### src/sv/word_censor_filter_assert.svh
// ----------------------------------------------------------------------------
// word censor filter assertion macros
// shared property forms for the filter rtl
// ----------------------------------------------------------------------------
`ifndef WORD_CENSOR_FILTER_ASSERT_SVH
`define WORD_CENSOR_FILTER_ASSERT_SVH

// invariant checked at every clock edge outside reset
`define WCF_ASSERT_ALWAYS(label, clk, rst, expr, msg) \
   label: assert property (@(posedge clk) disable iff (rst) (expr)) else $error(msg);

// same-cycle implication
`define WCF_ASSERT_IMPLY(label, clk, rst, ante, cons, msg) \
   label: assert property (@(posedge clk) disable iff (rst) (ante) |-> (cons)) else $error(msg);

// next-cycle implication
`define WCF_ASSERT_NEXT(label, clk, rst, ante, cons, msg) \
   label: assert property (@(posedge clk) disable iff (rst) (ante) |=> (cons)) else $error(msg);

`endif

### src/sv/wcf_pkg.sv
// ----------------------------------------------------------------------------
// wcf_pkg
// shared types, constants and helpers of the word censor filter
// ----------------------------------------------------------------------------
package wcf_pkg;

   localparam int CSR_INDEX_W = 3;
   localparam int CSR_DATA_W  = 64;

   localparam logic [CSR_INDEX_W-1:0] CSR_PATTERN_BYTES     = 3'd0;
   localparam logic [CSR_INDEX_W-1:0] CSR_PATTERN_LENGTH    = 3'd1;
   localparam logic [CSR_INDEX_W-1:0] CSR_REPLACEMENT_BYTES = 3'd2;
   localparam logic [CSR_INDEX_W-1:0] CSR_REPLACEMENT_LENGTH = 3'd3;
   localparam logic [CSR_INDEX_W-1:0] CSR_OUTPUT_LIMIT      = 3'd4;

   localparam logic [63:0] PATTERN_BYTES_RESET = 64'd35;
   localparam logic [3:0]  PATTERN_LENGTH_RESET = 4'd1;
   localparam logic [63:0] REPLACEMENT_BYTES_RESET = 64'd0;
   localparam logic [3:0]  REPLACEMENT_LENGTH_RESET = 4'd0;
   localparam logic [11:0] OUTPUT_LIMIT_RESET = 12'd511;

   localparam logic [3:0] REPLACEMENT_MAX = 4'd8;
   localparam logic [7:0] SEPARATOR  = 8'd32;
   localparam logic [7:0] UPPER_A    = 8'd65;
   localparam logic [7:0] UPPER_Z    = 8'd90;
   localparam logic [7:0] CASE_SHIFT = 8'd32;

   // matcher control from the sequencer
   typedef struct packed {
      logic       step;
      logic       clear;
      logic [7:0] data;
      logic       seen_ok;
   } match_ctl_type;

   function automatic logic [7:0] fold_case(input logic [7:0] c);
      logic [7:0] r;
      r = c;
      if (c >= UPPER_A && c <= UPPER_Z) begin
         r = c + CASE_SHIFT;
      end
      return r;
   endfunction

endpackage

### src/sv/wcf_req_if.sv
// ----------------------------------------------------------------------------
// wcf_req_if
// input byte channel of the word censor filter
// ----------------------------------------------------------------------------
interface wcf_req_if;
   logic       valid;
   logic       ready;
   logic [7:0] in_byte;
   logic       line_end;

   modport source (output valid, output in_byte, output line_end, input ready);
   modport sink (input valid, input in_byte, input line_end, output ready);
endinterface

### src/sv/wcf_rsp_if.sv
// ----------------------------------------------------------------------------
// wcf_rsp_if
// filtered output channel of the word censor filter
// ----------------------------------------------------------------------------
interface wcf_rsp_if;
   logic       valid;
   logic       ready;
   logic [7:0] out_byte;
   logic       byte_valid;
   logic       last_of_line;
   logic       line_censored;
   logic       word_overflow;

   modport source (output valid, output out_byte, output byte_valid, output last_of_line,
                   output line_censored, output word_overflow, input ready);
   modport sink (input valid, input out_byte, input byte_valid, input last_of_line,
                 input line_censored, input word_overflow, output ready);
endinterface

### src/sv/wcf_csr_if.sv
// ----------------------------------------------------------------------------
// wcf_csr_if
// register write channel of the word censor filter
// ----------------------------------------------------------------------------
interface wcf_csr_if;
   import wcf_pkg::*;
   logic                   valid;
   logic                   ready;
   logic [CSR_INDEX_W-1:0] index;
   logic [CSR_DATA_W-1:0]  data;

   modport source (output valid, output index, output data, input ready);
   modport sink (input valid, input index, input data, output ready);
endinterface

### src/sv/word_censor_filter.sv
// ----------------------------------------------------------------------------
// word_censor_filter
// per-word pattern censor over a byte stream of text lines
// ----------------------------------------------------------------------------
// req_if carries one text byte per beat, line_end set on the last byte of a
// line. rsp_if returns the filtered bytes, then one bare end marker per line
// with last_of_line set and line_censored telling whether a word was replaced.
// csr_if writes pattern, replacement and the output limit; the user is to
// write them only while idle; the block itself does not enforce it.
// a non-space byte inside a line is written to the word ram while it has
// room and shifted into the match window. a space or line end flushes the
// word: each byte is read from the ram and loaded into the output register,
// or on a hit the replacement bytes are sent; a space or end marker follows.
// rsp_if is held by an output register; a stalled receiver holds the flush at
// the current byte and the input channel stays not ready until it is done.
// reset returns the registers to their defaults and clears the word and line
// state; the word ram needs no clearing since only filled entries are read.
// ----------------------------------------------------------------------------
`include "word_censor_filter_assert.svh"

module word_censor_filter #(
   parameter int WORD_DEPTH  = 32,
   parameter int PATTERN_MAX = 8
) (
   input  logic     clock,
   input  logic     reset,
   wcf_req_if.sink  req_if,
   wcf_rsp_if.source rsp_if,
   wcf_csr_if.sink  csr_if
);
   import wcf_pkg::*;

   localparam int AW = $clog2(WORD_DEPTH);
   localparam int FW = $clog2(WORD_DEPTH + 1);

   typedef enum logic [2:0] {ST_IDLE, ST_READ, ST_EMIT, ST_SEP, ST_MARK} state_type;

   state_type     state_ff, state_in;
   logic [63:0]   pattern_ff, pattern_in;
   logic [3:0]    pat_len_ff, pat_len_in;
   logic [63:0]   repl_ff, repl_in;
   logic [3:0]    repl_len_ff, repl_len_in;
   logic [11:0]   limit_ff, limit_in;
   logic [FW-1:0] fill_ff, fill_in;
   logic [FW-1:0] idx_ff, idx_in;
   logic [11:0]   emitted_ff, emitted_in;
   logic          any_ff, any_in;
   logic          ovf_ff, ovf_in;
   logic          sep_ff, sep_in;
   logic          end_ff, end_in;
   logic          rsp_valid_ff, rsp_valid_in;
   logic [7:0]    rsp_byte_ff, rsp_byte_in;
   logic          rsp_bval_ff, rsp_bval_in;
   logic          rsp_last_ff, rsp_last_in;
   logic          rsp_cens_ff, rsp_cens_in;
   logic          rsp_ovf_ff, rsp_ovf_in;

   match_ctl_type mctl;
   logic          hit;
   logic          ram_we, ram_re;
   logic [7:0]    ram_q;
   logic [3:0]    pat_len_eff, repl_len_eff;
   logic [FW:0]   seen;
   logic          seen_ok;
   logic [FW-1:0] word_cnt;
   logic [7:0]    byte_sel;
   logic          emit_ok, limit_hit, in_sep;

   wcf_ram #(.WIDTH(8), .DEPTH(WORD_DEPTH)) u_word_ram (
      .clock   (clock),
      .wr_en   (ram_we),
      .wr_addr (fill_ff[AW-1:0]),
      .wr_data (req_if.in_byte),
      .rd_en   (ram_re),
      .rd_addr (idx_ff[AW-1:0]),
      .rd_data (ram_q)
   );

   wcf_match #(.PATTERN_MAX(PATTERN_MAX)) u_match (
      .clock   (clock),
      .reset   (reset),
      .ctl     (mctl),
      .pattern (pattern_ff[8*PATTERN_MAX-1:0]),
      .pat_len (pat_len_eff),
      .hit     (hit)
   );

   assign pat_len_eff  = (pat_len_ff == 4'd0) ? 4'd1 :
                         (pat_len_ff > 4'(PATTERN_MAX)) ? 4'(PATTERN_MAX) : pat_len_ff;
   assign repl_len_eff = (repl_len_ff > REPLACEMENT_MAX) ? REPLACEMENT_MAX : repl_len_ff;
   assign seen         = (fill_ff < FW'(WORD_DEPTH)) ? ({1'b0, fill_ff} + (FW+1)'(1))
                                                     : (FW+1)'(WORD_DEPTH);
   assign seen_ok      = seen >= (FW+1)'(pat_len_eff);
   assign word_cnt     = hit ? FW'(repl_len_eff) : fill_ff;
   assign byte_sel     = hit ? repl_ff[8*idx_ff[2:0] +: 8] : ram_q;
   assign emit_ok      = !rsp_valid_ff || rsp_if.ready;
   assign limit_hit    = emitted_ff >= limit_ff;
   assign in_sep       = req_if.in_byte == SEPARATOR;

   assign req_if.ready = state_ff == ST_IDLE;
   assign csr_if.ready = 1'b1;

   assign rsp_if.valid         = rsp_valid_ff;
   assign rsp_if.out_byte      = rsp_byte_ff;
   assign rsp_if.byte_valid    = rsp_bval_ff;
   assign rsp_if.last_of_line  = rsp_last_ff;
   assign rsp_if.line_censored = rsp_cens_ff;
   assign rsp_if.word_overflow = rsp_ovf_ff;

   always_comb begin
      state_in     = state_ff;
      pattern_in   = pattern_ff;
      pat_len_in   = pat_len_ff;
      repl_in      = repl_ff;
      repl_len_in  = repl_len_ff;
      limit_in     = limit_ff;
      fill_in      = fill_ff;
      idx_in       = idx_ff;
      emitted_in   = emitted_ff;
      any_in       = any_ff;
      ovf_in       = ovf_ff;
      sep_in       = sep_ff;
      end_in       = end_ff;
      rsp_valid_in = rsp_valid_ff;
      rsp_byte_in  = rsp_byte_ff;
      rsp_bval_in  = rsp_bval_ff;
      rsp_last_in  = rsp_last_ff;
      rsp_cens_in  = rsp_cens_ff;
      rsp_ovf_in   = rsp_ovf_ff;
      ram_we       = 1'b0;
      ram_re       = 1'b0;
      mctl         = '0;

      if (csr_if.valid) begin
         case (csr_if.index)
            CSR_PATTERN_BYTES:      pattern_in  = csr_if.data;
            CSR_PATTERN_LENGTH:     pat_len_in  = csr_if.data[3:0];
            CSR_REPLACEMENT_BYTES:  repl_in     = csr_if.data;
            CSR_REPLACEMENT_LENGTH: repl_len_in = csr_if.data[3:0];
            CSR_OUTPUT_LIMIT:       limit_in    = csr_if.data[11:0];
            default: ;
         endcase
      end

      if (rsp_valid_ff && rsp_if.ready) begin
         rsp_valid_in = 1'b0;
      end

      case (state_ff)
         ST_IDLE: begin
            if (req_if.valid) begin
               if (!in_sep) begin
                  mctl.step    = 1'b1;
                  mctl.data    = req_if.in_byte;
                  mctl.seen_ok = seen_ok;
                  if (fill_ff < FW'(WORD_DEPTH)) begin
                     ram_we  = 1'b1;
                     fill_in = fill_ff + FW'(1);
                  end else begin
                     ovf_in = 1'b1;
                  end
               end
               if (in_sep || req_if.line_end) begin
                  sep_in   = in_sep;
                  end_in   = req_if.line_end;
                  idx_in   = '0;
                  state_in = ST_READ;
               end
            end
         end
         ST_READ: begin
            if (idx_ff < word_cnt) begin
               ram_re   = !hit;
               state_in = ST_EMIT;
            end else begin
               if (hit) begin
                  any_in = 1'b1;
               end
               state_in = sep_ff ? ST_SEP : ST_MARK;
            end
         end
         ST_EMIT: begin
            if (limit_hit) begin
               idx_in   = idx_ff + FW'(1);
               state_in = ST_READ;
            end else if (emit_ok) begin
               rsp_valid_in = 1'b1;
               rsp_byte_in  = byte_sel;
               rsp_bval_in  = 1'b1;
               rsp_last_in  = 1'b0;
               rsp_cens_in  = 1'b0;
               rsp_ovf_in   = ovf_ff;
               emitted_in   = emitted_ff + 12'd1;
               idx_in       = idx_ff + FW'(1);
               state_in     = ST_READ;
            end
         end
         ST_SEP: begin
            if (limit_hit || emit_ok) begin
               if (!limit_hit) begin
                  rsp_valid_in = 1'b1;
                  rsp_byte_in  = SEPARATOR;
                  rsp_bval_in  = 1'b1;
                  rsp_last_in  = 1'b0;
                  rsp_cens_in  = 1'b0;
                  rsp_ovf_in   = ovf_ff;
                  emitted_in   = emitted_ff + 12'd1;
               end
               if (end_ff) begin
                  state_in = ST_MARK;
               end else begin
                  fill_in    = '0;
                  ovf_in     = 1'b0;
                  mctl.clear = 1'b1;
                  state_in   = ST_IDLE;
               end
            end
         end
         ST_MARK: begin
            if (emit_ok) begin
               rsp_valid_in = 1'b1;
               rsp_byte_in  = 8'd0;
               rsp_bval_in  = 1'b0;
               rsp_last_in  = 1'b1;
               rsp_cens_in  = any_ff;
               rsp_ovf_in   = ovf_ff;
               emitted_in   = '0;
               any_in       = 1'b0;
               fill_in      = '0;
               ovf_in       = 1'b0;
               mctl.clear   = 1'b1;
               state_in     = ST_IDLE;
            end
         end
         default: state_in = ST_IDLE;
      endcase
   end

   always_ff @(posedge clock) begin
      if (reset) begin
         state_ff     <= ST_IDLE;
         pattern_ff   <= PATTERN_BYTES_RESET;
         pat_len_ff   <= PATTERN_LENGTH_RESET;
         repl_ff      <= REPLACEMENT_BYTES_RESET;
         repl_len_ff  <= REPLACEMENT_LENGTH_RESET;
         limit_ff     <= OUTPUT_LIMIT_RESET;
         fill_ff      <= '0;
         idx_ff       <= '0;
         emitted_ff   <= '0;
         any_ff       <= 1'b0;
         ovf_ff       <= 1'b0;
         sep_ff       <= 1'b0;
         end_ff       <= 1'b0;
         rsp_valid_ff <= 1'b0;
      end else begin
         state_ff     <= state_in;
         pattern_ff   <= pattern_in;
         pat_len_ff   <= pat_len_in;
         repl_ff      <= repl_in;
         repl_len_ff  <= repl_len_in;
         limit_ff     <= limit_in;
         fill_ff      <= fill_in;
         idx_ff       <= idx_in;
         emitted_ff   <= emitted_in;
         any_ff       <= any_in;
         ovf_ff       <= ovf_in;
         sep_ff       <= sep_in;
         end_ff       <= end_in;
         rsp_valid_ff <= rsp_valid_in;
      end
      rsp_byte_ff <= rsp_byte_in;
      rsp_bval_ff <= rsp_bval_in;
      rsp_last_ff <= rsp_last_in;
      rsp_cens_ff <= rsp_cens_in;
      rsp_ovf_ff  <= rsp_ovf_in;
   end

   `WCF_ASSERT_ALWAYS(a_fill_bound, clock, reset, fill_ff <= FW'(WORD_DEPTH), "word fill past depth")
   `WCF_ASSERT_IMPLY(a_emit_index, clock, reset, state_ff == ST_EMIT, idx_ff < word_cnt, "emit index past word")
   `WCF_ASSERT_NEXT(a_line_cleared, clock, reset, state_ff == ST_MARK && emit_ok, state_ff == ST_IDLE && fill_ff == '0 && !any_ff && emitted_ff == '0, "line state not cleared after end marker")
endmodule

### src/sv/wcf_ram.sv
// ----------------------------------------------------------------------------
// wcf_ram
// generic single write port ram with registered read
// ----------------------------------------------------------------------------
module wcf_ram #(
   parameter int WIDTH = 8,
   parameter int DEPTH = 32
) (
   input  logic                     clock,
   input  logic                     wr_en,
   input  logic [$clog2(DEPTH)-1:0] wr_addr,
   input  logic [WIDTH-1:0]         wr_data,
   input  logic                     rd_en,
   input  logic [$clog2(DEPTH)-1:0] rd_addr,
   output logic [WIDTH-1:0]         rd_data
);
   logic [WIDTH-1:0] mem_ff [DEPTH];
   logic [WIDTH-1:0] rd_data_ff;

   always_ff @(posedge clock) begin
      if (wr_en) begin
         mem_ff[wr_addr] <= wr_data;
      end
      if (rd_en) begin
         rd_data_ff <= mem_ff[rd_addr];
      end
   end

   assign rd_data = rd_data_ff;
endmodule

### src/sv/wcf_match.sv
// ----------------------------------------------------------------------------
// wcf_match
// case-folded window of recent word bytes and pattern hit flag
// ----------------------------------------------------------------------------
module wcf_match #(
   parameter int PATTERN_MAX = 8
) (
   input  logic                       clock,
   input  logic                       reset,
   input  wcf_pkg::match_ctl_type     ctl,
   input  logic [8*PATTERN_MAX-1:0]   pattern,
   input  logic [3:0]                 pat_len,
   output logic                       hit
);
   import wcf_pkg::*;

   localparam int WW = 8 * PATTERN_MAX;

   logic [WW-1:0] window_ff, window_in;
   logic          hit_ff, hit_in;
   logic          match;

   always_comb begin
      logic [3:0] j;
      window_in = (window_ff << 8) | WW'(fold_case(ctl.data));
      match = ctl.seen_ok;
      for (int i = 0; i < PATTERN_MAX; i++) begin
         j = pat_len - 4'd1 - 4'(i);
         if (4'(i) < pat_len) begin
            if (fold_case(pattern[8*i +: 8]) != window_in[8*j +: 8]) begin
               match = 1'b0;
            end
         end
      end
      hit_in = hit_ff;
      if (ctl.clear) begin
         window_in = '0;
         hit_in    = 1'b0;
      end else if (ctl.step) begin
         hit_in = hit_ff | match;
      end else begin
         window_in = window_ff;
      end
   end

   always_ff @(posedge clock) begin
      if (reset) begin
         window_ff <= '0;
         hit_ff    <= 1'b0;
      end else begin
         window_ff <= window_in;
         hit_ff    <= hit_in;
      end
   end

   assign hit = hit_ff;
endmodule
### src/flat_wrapper.sv
// flat-port wrapper written by rule: the top's interface ports become plain ports
module word_censor_filter_flat import wcf_pkg::*;
#(
   parameter int WORD_DEPTH  = 32,
   parameter int PATTERN_MAX = 8
)
  (clock, reset, req_if_valid, req_if_in_byte, req_if_line_end, req_if_ready, rsp_if_valid, rsp_if_out_byte, rsp_if_byte_valid, rsp_if_last_of_line, rsp_if_line_censored, rsp_if_word_overflow, rsp_if_ready, csr_if_valid, csr_if_index, csr_if_data, csr_if_ready);
  wcf_req_if req_if_i ();
  wcf_rsp_if rsp_if_i ();
  wcf_csr_if csr_if_i ();
  input  logic clock;
  input  logic reset;
  input wire logic [$bits(req_if_i.valid)-1:0] req_if_valid;
  input wire logic [$bits(req_if_i.in_byte)-1:0] req_if_in_byte;
  input wire logic [$bits(req_if_i.line_end)-1:0] req_if_line_end;
  output wire logic [$bits(req_if_i.ready)-1:0] req_if_ready;
  output wire logic [$bits(rsp_if_i.valid)-1:0] rsp_if_valid;
  output wire logic [$bits(rsp_if_i.out_byte)-1:0] rsp_if_out_byte;
  output wire logic [$bits(rsp_if_i.byte_valid)-1:0] rsp_if_byte_valid;
  output wire logic [$bits(rsp_if_i.last_of_line)-1:0] rsp_if_last_of_line;
  output wire logic [$bits(rsp_if_i.line_censored)-1:0] rsp_if_line_censored;
  output wire logic [$bits(rsp_if_i.word_overflow)-1:0] rsp_if_word_overflow;
  input wire logic [$bits(rsp_if_i.ready)-1:0] rsp_if_ready;
  input wire logic [$bits(csr_if_i.valid)-1:0] csr_if_valid;
  input wire logic [$bits(csr_if_i.index)-1:0] csr_if_index;
  input wire logic [$bits(csr_if_i.data)-1:0] csr_if_data;
  output wire logic [$bits(csr_if_i.ready)-1:0] csr_if_ready;
  assign req_if_i.valid = req_if_valid;
  assign req_if_i.in_byte = req_if_in_byte;
  assign req_if_i.line_end = req_if_line_end;
  assign req_if_ready = req_if_i.ready;
  assign rsp_if_valid = rsp_if_i.valid;
  assign rsp_if_out_byte = rsp_if_i.out_byte;
  assign rsp_if_byte_valid = rsp_if_i.byte_valid;
  assign rsp_if_last_of_line = rsp_if_i.last_of_line;
  assign rsp_if_line_censored = rsp_if_i.line_censored;
  assign rsp_if_word_overflow = rsp_if_i.word_overflow;
  assign rsp_if_i.ready = rsp_if_ready;
  assign csr_if_i.valid = csr_if_valid;
  assign csr_if_i.index = csr_if_index;
  assign csr_if_i.data = csr_if_data;
  assign csr_if_ready = csr_if_i.ready;
  word_censor_filter #(.WORD_DEPTH(WORD_DEPTH), .PATTERN_MAX(PATTERN_MAX)) u_core (.clock(clock), .reset(reset), .req_if(req_if_i), .rsp_if(rsp_if_i), .csr_if(csr_if_i));
endmodule
### config.mk
export PLATFORM = sky130hd
export DESIGN_NAME = word_censor_filter_flat
export DESIGN_NICKNAME = d
export VERILOG_FILES = /design/src/sv/wcf_pkg.sv /design/src/sv/wcf_req_if.sv /design/src/sv/wcf_rsp_if.sv /design/src/sv/wcf_csr_if.sv /design/src/sv/word_censor_filter.sv /design/src/sv/wcf_ram.sv /design/src/sv/wcf_match.sv /design/src/flat_wrapper.sv
export VERILOG_INCLUDE_DIRS = /design/src /design/src/sv
export SDC_FILE = /design/constraint.sdc
export NUM_CORES = 1
export LEC_CHECK = 0
export ABC_AREA = 0
export BUFFER_PORTS_ARGS = -buffer_cell sky130_fd_sc_hd__buf_2
export CAP_MARGIN = 20
export CORE_UTILIZATION = 50
export DETAILED_ROUTE_END_ITERATION = 7
export PLACE_DENSITY_LB_ADDON = 0.3
export SLEW_MARGIN = 0
export SYNTH_ARGS = -nofsm -noshare
export SYNTH_HDL_FRONTEND = slang
export SYNTH_SLANG_ARGS = --single-unit
### constraint.sdc
create_clock -name clock -period 10.85 [get_ports clock]
set_input_delay 0 -clock clock [delete_from_list [all_inputs] [get_ports clock]]
set_output_delay 0 -clock clock [all_outputs]
set_load 0.02 [all_outputs]
# Yosys cells after proc, flatten, opt, wreduce, memory -nomap -nowiden
# Memories as Yosys holds them, arrays and structs flattened. A register that Yosys moved wholly into a read port is not among the register bits.
# Cells that the tools add are included.
# word_totals
regBits	249
latch_bits	0
ram_bits	256
rom_bits	0
input_bits	81
output_inout_bits	15
wordCells	276
mem_count	1
# mem_list
memory	words	width	read_ports	rd_ports_with_merged_regs	wr	line	rtl
u_core.u_word_ram.mem_ff	32	8	1	1	1	wcf_ram.sv:17	logic [WIDTH-1:0] mem_ff [DEPTH];
# classes
addsub	21
multipliers	0
div	0
n_lt_le_gt_ge	32
n_eq_ne	31
n_shift	9
n_mux	123
bitwise	2
n_reduce_logical	36
# ops
operator	n
variable part select 64 x 8 -> 8 bit	8
two-way mux 8 bit	23
adder 8 x 6 -> 8 bit (second input constant)	9
greater-or-equal comparator 8 x 7 -> 1 bit (second input constant)	9
<= comparator 8 x 7 -> 1 bit (second input constant)	9
two-way mux 6 bit	11
!= test 8 bit	8
bitwise OR 64 x 8 -> 64 bit	1
variable part select 64 x 7 -> 8 bit	1
two-way mux 12 bit	5
two-way mux 1 bit	55
one-hot mux 12 bit (3 select lines)	1
two-way mux 3 bit	9
two-way mux 9 bit	3
one-hot mux 8 bit (3 select lines)	1
one-hot mux 1 bit (3 select lines)	6
one-hot mux 6 bit (3 select lines)	1
less-than comparator 3 x 4 -> 1 bit (first input constant)	4
!= test 2 bit (second input constant)	8
subtractor 4 x 3 -> 4 bit (second input constant)	4
one-hot mux 3 bit (5 select lines)	1
AND reduction 7 bit	2
adder 12 x 1 -> 12 bit (second input constant)	1
adder 6 x 1 -> 6 bit (second input constant)	2
34 further kinds	72

# Depth between registers and ports, before layout
# Gate-level depths: netlist (run 1).
# logic_depth
depth_word	30
depth_mapped	23
ltp_nobuf	18

# Modules after synthesis
# A second synthesis (run 1) with hierarchy kept.
# unflattened
cells_unflattened	2278
hier_area_um2	25853.5
# by_module_without_submodules
mod	n_inst	cells_per_inst	area_per_inst_um2	seq_area_each_um2
wcf_ram	1	417	10133.5	7927.6
word_censor_filter	1	1018	8575.7	3963.8
wcf_match	1	843	7144.4	1141.1

# Least setup slack after synthesis (run 1)
# No wires, ideal clock.
# synth_path
path_kind	register to register
from	reg u_core.pat_len_ff[3]
to	reg u_core.u_match.hit_ff (netlist: u_core.u_match.hit)
setup_ns	0.070
arrival_time_ns	4.870
required_time_ns	10.780
setup_slack_ns	5.910
stages_incl_launch_ff	21
n_path_buf	6
period_less_slack_ns	4.940
cell_sequence	dfxtp_1 -> buf_2 -> nand2b_1 -> buf_2 -> buf_2 -> buf_1 -> ha_1 -> clkbuf_1 -> inv_1 -> clkbuf_1 -> ha_1 -> nor3b_1 -> a2111o_1 -> nor3_1 -> a22oi_1 -> xor2_1 -> nand4_1 -> nor4_1 -> nor4bb_1 -> nand4_1 -> a21oi_1
# synth_via
elab_chain_len	24
elab_cells_between_ends	57
cone_classes	add/sub (8); order compare (10); eq/ne (8); shift (8); mux (21); bitwise (1); reduce/logical (1)
# synth_lines
element	line	rtl
start, declared	word_censor_filter.sv:40	logic [3:0] pat_len_ff, pat_len_in;
start signal, assigned	word_censor_filter.sv:258	pat_len_ff <= pat_len_in;
> comparator 4 bit	word_censor_filter.sv:89	(pat_len_ff > 4'(PATTERN_MAX)) ? 4'(PATTERN_MAX) : pat_len_ff;
two-way mux 4 bit	word_censor_filter.sv:89	
two-way mux 4 bit *	word_censor_filter.sv:88	assign pat_len_eff = (pat_len_ff == 4'd0) ? 4'd1 :
branches (longest 19 deep; another with subtractor 4 x 1 -> 4 bit)	-	
two-way mux 1 bit *	wcf_match.sv:29	if (4'(i) < pat_len) begin
bitwise OR 1 bit *	wcf_match.sv:40	hit_in = hit_ff | match;
end signal, assigned	wcf_match.sv:52	hit_ff <= hit_in;
end, declared	wcf_match.sv:20	logic hit_ff, hit_in;
# Every way passes the cells marked *.
# A chain may end at the register's enable or synchronous reset.

# Worst setup path after layout (run 1)
# layout_path
from	reg u_core.pat_len_ff[1]
to	reg u_core.u_match.hit_ff (netlist: u_core.u_match.hit)
# Same word-level chain as after synthesis.

==> results of run 1 <==
cell type report:
class	count	area, um^2	share of cell area [%]
clock buffer	67	1430	5.02
clock inverter	30	292	1.02
inverter	61	231	0.812
multi-input combinational	1562	11100	38.8
sequential	513	13000	45.7
tap	664	831	2.91
timing repair buffer	210	1630	5.71
state kept, by name, indices dropped and copies added (netlist names), 3 cells and up:
name	cells
u_core.pat_len_ff	4
u_core.rsp_if.out_byte	8
u_core.emitted_ff	12
u_core.limit_ff	12
u_core.repl_len_ff	4
u_core.u_word_ram.rd_data	8
u_core.pattern_ff	64
u_core.repl_ff	64
u_core.state_ff	3
u_core.fill_ff	6
u_core.u_word_ram.mem_ff	256
u_core.u_match.window_ff	56
u_core.idx_ff	6
synth_stat cells (22+ instances only):
cell      count
nand2_1     477
edfxtp_1    276
a21oi_1     244
dfxtp_1     237
mux4_2      125
nor2_1      117
clkbuf_1    106
inv_1        57
ha_1         46
o21ai_0      45
xor2_1       39
nor3_1       35
mux2i_1      33
xnor2_1      31
nand3_1      25
a311oi_1     22
report_power, final:
part,total [W],internal [W],switching [W]
logic,0.000363,0.000134,0.000229
registers,0.00211,0.00208,0.0000339
clock network,0.00179,0.00101,0.000782
total,0.00427,0.00322,0.00104
per-stage QoR:
| stage | hold slack, ns | total power (W) |
|---|---|---|
| global placement | 0.252 | 0.00247 |
| floorplan | 0.0989 | 0.00235 |
| detailed placement | 0.259 | 0.00248 |
| finish | 0.225 | 0.00427 |
| global route | 0.206 | 0.00439 |
| CTS | 0.194 | 0.00427 |
per-layer routing:
| layer | wire [um] | vias to the layer above | GRT usage [%] |
|---|---|---|---|
| met2 | 33300 | 874 | 45.1 |
| met5 | 0 | - | 0 |
| li1 | - | 8615 | - |
| met3 | 5260 | 157 | 3.78 |
| met4 | 3020 | 0 | 12.0 |
| met1 | 30900 | 9422 | 40.0 |
how the worst max path moves through the flow:
stage | slack, ns | to
finish | 4.39 | u_core.u_match.hit
floorplan | 5.91 | u_core.u_match.hit
detailed placement | 4.51 | u_core.u_match.hit
CTS | 4.47 | u_core.u_match.hit
global placement | 4.57 | u_core.u_match.hit
global route | 3.87 | u_core.u_match.hit
repair_timing:
item,4_1_cts,5_1_grt
hold buffers,92,0
hold endpoints to repair,403,0
setup buffers,0,0
worst register-to-register path, delay by kind of cell (launching register included):
kind / cells / cell delay, ns
AOI/OAI and AO/OA: 4 / 1.18
DFF: 1 / 0.77
and+or+nand+nor: 7 / 2.11
adders and majority gates: 2 / 1.43
buffers and inverters: 1 / 0.68
xor gates and xnor gates: 1 / 0.20
kinds of logic after synthesis:
kind of cell,after synthesis,synth area share (%)
other,1,0.0151
flip-flops,513,52.4
AO/OA/AOI/OAI,484,12.1
buffers and inverters,207,3.38
adder cells (fa/ha/maj),46,2.31
multiplexers,172,13.3
XOR/XNOR,71,2.53
AND/OR/NAND/NOR,788,14.0
==> metrics.csv, run 1 <==
metric,value,unit
hp-start,csr_if_data[13],
antenna_cells,0,
power_density,150,nW/um^2
status,"complete, no violations",
synth_area,24900,um^2
timing.rr.start,u_core.pat_len_ff[1],
die_h,225,um
mostFrequentLayoutCell,nand2_1,
fin_crit_sh,59.5,%
finalSetupTns,0,ns
synth_cell_type_count,88,
yosys_warnings,0,
htreeDepth,2,
portBuffers,94,
rrSetupSlack,4.39,ns
worstSkewPairLatency,0.63,ns
cp.arrival,6.98,ns
grt_pass1_vias,18129,
n_fill_cell,3970,
nets,2527,
initial_utilization,50.7,%
cp_max_fo,32,
clkTransAtPathRegs,0.06,ns
routabilityCongestion,0.970,
period_needed,6.46,ns
place_inst,2914,
synth_edf_count,276,
skew,0.0456,ns
synth_fp_nets,2409,
wl,72.5,mm
grt.total_usage,28.6,%
ys_seq_area_share,52.4,%
ir_drop,0.131,mV
coreArea,49100,um^2
place_hpwl,48.6,mm
die_area,50700,um^2
drive_above_1_share,15.4,%
clk_path_buf_depth,3,
hold_path.class,input port to flop,
async_reset_ff_share,0,%
drtAntennaViolNets,0,
grt_max_degree,98,
synth_seq_cells,513,
grt_pass1_wl,110,mm
wl_per_cell,23.3,um
cp-end-kind,flop,
vias,19068,
synth_top_area_share,33.3,%
rsz0062_at_grt,no,
die_width,225,um
firstDrtPassIters,5,
finalSetupViolCount,0,
drv_slew,0,
cts_tree,built,
area_growth,14.5,%
antenna_found_initial,0,
cts_made_buffers,52,
hold_end,u_core.pattern_ff[13],
crit_start,u_core.pat_len_ff[1],
final_util,58.1,%
syn_area_per_cell,10.9,um^2
cp-start-kind,flop,
slowest_stage,ha_1,
drtIter0Drc,2206,
drc,0,
fp-row-count,81,
ios,96,
layout_setup_ws,4.39,ns
root_buffer,clkbuf_16,
cpLargestDelayFamily,simple AND/OR/NAND/NOR gates,
gr-total-overflow,0,
avgViaCountPerCell,6.14,
cp_slowest_stage_delay,0.91,ns
cts_resized,0,
holdPathStages,4,
synthCells,2282,
worstSetupPathType,flop to flop,
worst-path-stages,15,
worst_pin_slew,1.16,ns
path_cells,o21ba_4 > nor2_8 > ha_1 > inv_1 > ha_1 > and3_1 > a2111o_1 > nor3_1 > a22oi_1 > xor2_1 > nand4_1 > nor4_1 > nor4bb_1 > nand4_1 > a21oi_1,
yosys.area.top_type,edfxtp_1,
reg2regPathDepth,15,
pre_cts_ws,4.51,ns
stdcell_count,3107,
max_freq,0.155,GHz
layout_common_cells,"nand2_1, edfxtp_1, a21oi_1",
ys.flop_type,edfxtp_1,
yosys-top-cells-area,"edfxtp_1, dfxtp_1, mux4_2",
clock_sinks,513,
place_area,25800,um^2
p_leak,9.66,nW
relSlewSlack,22.9,%
worstPathBufferInverterCount,1,
drv_cap,0,
design_area,28500,um^2
required,11.37,ns
r2r-end,u_core.u_match.hit,
hold_violations,0,
Power figures use the tool's default switching activity.
==> inputs of run 2 (changes only) <==
==> constraint.sdc (replaced) <==
create_clock -name clock -period 5.6 [get_ports clock]
set_input_delay 0 -clock clock [delete_from_list [all_inputs] [get_ports clock]]
set_output_delay 0 -clock clock [all_outputs]
set_load 0.02 [all_outputs]
==> run 2 against run 1 <==
Clock power is 110% higher; via count is 0.42% higher; critical path type unchanged; fmax is 25% higher; critical path depth stayed put; hold slack worse by 0.20 ns; setup slack worse by 4.0 ns; global-route usage is 0.083 points lower; utilization is 0.18 points higher; design area is 0.32% higher; sequential share of layout area is 0.14 points lower; routed wire length is 0.18% lower; clock skew is 0.027 ns lower.
==> metrics.csv, run 2 (synthesis gave the netlist of run 1 again) <==
metric,value,unit
status,"complete, no violations",
drtIter0Drc,1966,
antenna_cells,0,
initial_utilization,50.7,%
cts_tree,built,
p_switching,0.00207,W
worstSetupPathType,flop to flop,
rsz0062_at_grt,no,
cp_slowest_stage_delay,0.65,ns
htreeDepth,2,
ir_drop,0.256,mV
crit_start,u_core.pat_len_ff[3],
worstSkewPairLatency,0.62,ns
rrSetupSlack,0.44,ns
largest_reg_flops,256,
skew,0.0186,ns
die_width,225,um
grt_pass1_wl,110,mm
clkTransAtPathRegs,0.07,ns
layout_common_cells,"nand2_1, edfxtp_1, a21oi_1",
power_density,299,nW/um^2
p_leak,9.72,nW
clock_sinks,513,
reg2regPathDepth,15,
p_sw_share,24.3,%
grt_max_degree,90,
avgViaCountPerCell,6.16,
firstDrtPassIters,7,
cpMostUsedCell,nand4_1,
internal-power,0.00647,W
antenna_found_initial,0,
coreArea,49100,um^2
hold_path.class,input port to flop,
vias,19148,
area_growth,14.9,%
required,6.13,ns
p_comb_share,8.3,%
fp-row-count,81,
root_buffer,clkbuf_16,
clk_path_buf_depth,3,
routabilityCongestion,0.958,
cts_made_buffers,53,
gr-total-overflow,0,
p_clk_share,43.9,%
postCtsSetupBuffers,0,
cp.arrival,5.69,ns
regMostFlops,u_core.u_word_ram.mem_ff,
holdWs,0.0288,ns
drv_cap,0,
largestRegisters,"u_core.u_word_ram.mem_ff (256), u_core.pattern_ff (64), u_core.repl_ff (64)",
fin_crit_sh,92.2,%
ios,96,
drv_slew,0,
drive_above_1_share,16.1,%
grt.total_usage,28.5,%
crit_end,u_core.u_match.hit,
die_area,50700,um^2
pre_cts_ws,0.560,ns
nets,2524,
portBuffers,94,
drtAntennaViolNets,0,
cp-start-kind,flop,
grt_pass1_vias,18257,
hold_violations,0,
wl,72.4,mm
r2r-end,u_core.u_match.hit,
finalSetupViolCount,0,
relSlewSlack,29.9,%
mostFrequentLayoutCell,nand2_1,
timing.rr.start,u_core.pat_len_ff[3],
layout_setup_ws,0.439,ns
cp-end-kind,flop,
wl_per_cell,23.3,um
worst_pin_slew,1.04,ns
place_hpwl,48.5,mm
finalSetupTns,0,ns
p_seq_share,47.8,%
period_needed,5.16,ns
slowest_stage,nor3_1,
cp_max_fo,17,
drc,0,
die_h,225,um
max_freq,0.194,GHz
path_cells,buf_4 > or2b_2 > xnor2_2 > inv_2 > ha_1 > and3_1 > a2111o_1 > nor3_1 > a22oi_1 > xor2_1 > nand4_1 > nor4_1 > nor4bb_1 > nand4_1 > a21oi_1,
run 2: changes by cell type in the layout (fill, tap and decap cells not counted), moves of 2 or more:
cell           before  now
clkbuf_8            5    7
clkinv_1            9    5
dlygate4sd3_1      92   79
clkbuf_16          53   55
buf_4              20   30
bufinv_16           3    6
run 2: power groups by stage:
stage / logic (W) / registers [W] / clock network, W
2_1_floorplan: 0.000408 / 0.00414 / 0
3_3_place_gp: 0.000635 / 0.00416 / 0
3_5_place_dp: 0.000648 / 0.00416 / 0
4_1_cts: 0.000694 / 0.00408 / 0.00380
5_1_grt: 0.000760 / 0.00409 / 0.00393
6_report: 0.000706 / 0.00408 / 0.00375
run 2: final cells by class:
cell class,count,area (um^2)
Clock buffer,70,1500
Clock inverter,30,372
Fill cell,3929,20400
Inverter,61,231
Multi-Input combinational cell,1562,11100
Sequential cell,513,13000
Tap cell,664,831
Timing Repair Buffer,206,1570
run 2: how the worst min path moves through the flow:
stage / start / end / slack, ns / cells past startpoint
global placement: csr_if_data[44] / u_core.repl_ff[44] / 0.25 / 3
CTS: csr_if_index[0] / u_core.pat_len_ff[2] / 0.004 / 5
finish: csr_if_index[0] / u_core.pat_len_ff[2] / 0.03 / 5
floorplan: req_if_in_byte[0] / u_core.u_word_ram.mem_ff[0][0] / 0.1 / 0
global route: csr_if_index[0] / u_core.pat_len_ff[1] / 0.06 / 5
detailed placement: csr_if_data[52] / u_core.pattern_ff[52] / 0.26 / 3
run 2: metal layers:
metal	track usage (%)	vias up	part of all wire [%]
met4	10.2	0	3.3
met3	3.81	144	8.0
met5	0	-	0
met2	45.3	908	46
li1	-	8609	-
met1	40.3	9487	42
run 2: worst max-delay path: cells and delay by family, from the launching register on:
kind,cells,cell delay [ns]
XOR/XNOR,2,0.64
buffers and inverters,2,0.50
AO/OA/AOI/OAI,3,0.72
adder cells (fa/ha/maj),1,0.31
AND/OR/NAND/NOR,7,2.34
flip-flops,1,0.55
run 2: what timing repair did:
item	4_1_cts	5_1_grt
endpoints found under the hold margin	410	0
resized for setup	0	0
hold buffers	79	0
run 2: stage by stage:
stage	utilization [%]	total power [W]	cell area, um^2	std cells
2_1_floorplan	-	0.00455	24900	2282
3_5_place_dp	52.8	0.00481	25900	2926
6_report	58.3	0.00854	28600	3106
4_1_cts	58.3	0.00857	28600	3105
3_3_place_gp	52.7	0.00479	25900	2924
5_1_grt	58.3	0.00878	28600	3106
==> inputs of run 3 (changes only) <==
--- a/config.mk
+++ b/config.mk
@@ -12,6 +12,7 @@
 export CORE_UTILIZATION = 50
 export DETAILED_ROUTE_END_ITERATION = 7
 export PLACE_DENSITY_LB_ADDON = 0.3
+export RECOVER_POWER = 50
 export SLEW_MARGIN = 0
 export SYNTH_ARGS = -nofsm -noshare
 export SYNTH_HDL_FRONTEND = slang
==> run 3 against run 2 <==
The run now ends with capacitance limit, slew limit left; sequential share of layout area grew 0.098 points; clock skew hardly changed; fmax rose by 0.31%; count of clock-buffer cells in the layout unchanged; design area shrank 0.21%; critical endpoint unchanged; largest power group unchanged.
==> metrics.csv, run 3 (synthesis gave the netlist of run 1 again) <==
metric,value,unit
holdWs,0.0371,ns
grt_max_degree,90,
required,6.13,ns
grt.total_usage,28.5,%
violations,"capacitance limit, slew limit",
gr-total-overflow,0,
layout_setup_ws,0.455,ns
cts_made_buffers,53,
largest_reg_flops,256,
htreeDepth,2,
drtAntennaViolNets,0,
finalSetupTns,0,ns
cpMostUsedCell,nand4_1,
die_area,50700,um^2
drtIter0Drc,2023,
grt_pass1_wl,110,mm
max_freq,0.194,GHz
vias,19084,
register_area,13000,um^2
skew,0.0184,ns
portBuffers,94,
cts_tree,built,
avgViaCountPerCell,6.14,
routabilityCongestion,0.958,
nets,2524,
total_power,0.00854,W
relSlewSlack,-158,%
worstSkewPairLatency,0.62,ns
largestRegisters,"u_core.u_word_ram.mem_ff (256), u_core.pattern_ff (64), u_core.repl_ff (64)",
stdcell_count,3106,
pre_cts_ws,0.560,ns
coreArea,49100,um^2
period_needed,5.14,ns
regMostFlops,u_core.u_word_ram.mem_ff,
n_fill_cell,3958,
finalSetupViolCount,0,
worst_pin_slew,3.87,ns
area_growth,14.7,%
postCtsSetupBuffers,0,
place_hpwl,48.5,mm
cp_max_fo,17,
die_h,225,um
path_cells,buf_4 > or2b_2 > xnor2_2 > inv_2 > ha_1 > and3_1 > a2111o_1 > nor3_1 > a22oi_1 > xor2_1 > nand4_1 > nor4_1 > nor4bb_1 > nand4_1 > a21oi_1,
root_buffer,clkbuf_16,
drv_slew,600,
hold_path.class,input port to flop,
worstPathBufferInverterCount,2,
drv_cap,12,
ir_drop,0.260,mV
hold_violations,0,
antenna_cells,0,
worstSetupPathType,flop to flop,
fp-row-count,81,
drive_above_1_share,14.8,%
ios,96,
slowest_stage,nor3_1,
mostFrequentLayoutCell,nand2_1,
grt_pass1_vias,18257,
die_width,225,um
clk_path_buf_depth,3,
multiInputGateArea,11100,um^2
status,"finished, violations left",
rsz0062_at_grt,no,
power_density,299,nW/um^2
cp.arrival,5.68,ns
initial_utilization,50.7,%
p_leak,9.62,nW
cp-start-kind,flop,
antenna_found_initial,0,
wl,72.4,mm
firstDrtPassIters,5,
drc,0,
layout_common_cells,"nand2_1, edfxtp_1, a21oi_1",
cp_slowest_stage_delay,0.64,ns
place_inst,2926,
wl_per_cell,23.3,um
cp-end-kind,flop,
clock_sinks,513,
fin_crit_sh,91.9,%
clkTransAtPathRegs,0.07,ns
cpLargestDelayFamily,simple AND/OR/NAND/NOR gates,
[run 3: cell types whose count changed in the layout (fill, tap and decap cells not counted)]
cell and change:
and2_1 -1, clkbuf_1 +31, and2_0 +1, clkbuf_2 +1
buf_4 -9, buf_2 -23
[run 3: timing repair]
action / 4_1_cts / 5_1_grt
hold buffers: 79 / 0
endpoints found under the hold margin: 410 / 0
gates resized for setup: 0 / 0
[run 3: area by class of cell]
type	instances	area share [%]
well taps	664	2.91
flip-flops and latches	513	45.7
multi-input cells	1562	38.7
repair buffers	206	5.28
clock buffers	70	5.27
clock inverters	30	1.30
inverters	61	0.811
[run 3: final timing paths]
kind,startpoint,end,slack [ns],depth (start not counted)
hold / removal,csr_if_index[0],u_core.pat_len_ff[2],0.04,5
setup / recovery,u_core.pat_len_ff[3],u_core.u_match.hit,0.46,15
hold reg to reg,u_core.repl_ff[25],u_core.repl_ff[25],0.45,2
setup reg to reg,u_core.pat_len_ff[3],u_core.u_match.hit,0.46,15
[run 3: stage by stage]
stage	utilization [%]	area, um^2
after floorplan	-	24900
after global placement	52.7	25900
after detailed placement	52.8	25900
after CTS	58.3	28600
after global routing	58.2	28500
final	58.2	28500
[run 3: worst reg2reg max path: cells and delay by family (launching register included)]
kind,cells,cell delay (ns)
compound gates,3,0.72
xor+xnor,2,0.65
fa+ha+maj,1,0.31
buf+inv,2,0.50
flops,1,0.54
simple gates,7,2.36
[run 3: per-layer routing]
layer	vias to the layer above	part of all wire (%)	wire, um	GRT usage, %
li1	8609	-	-	-
met4	0	3.2	2310	10.2
met2	865	46	33700	45.3
met1	9474	43	30800	40.3
met5	-	0	0	0
met3	136	7.8	5660	3.81
[run 3: where the power goes]
part           internal [W]  switching [W]
clock               0.00219        0.00156
sequential          0.00402      0.0000608
combinational      0.000254       0.000450
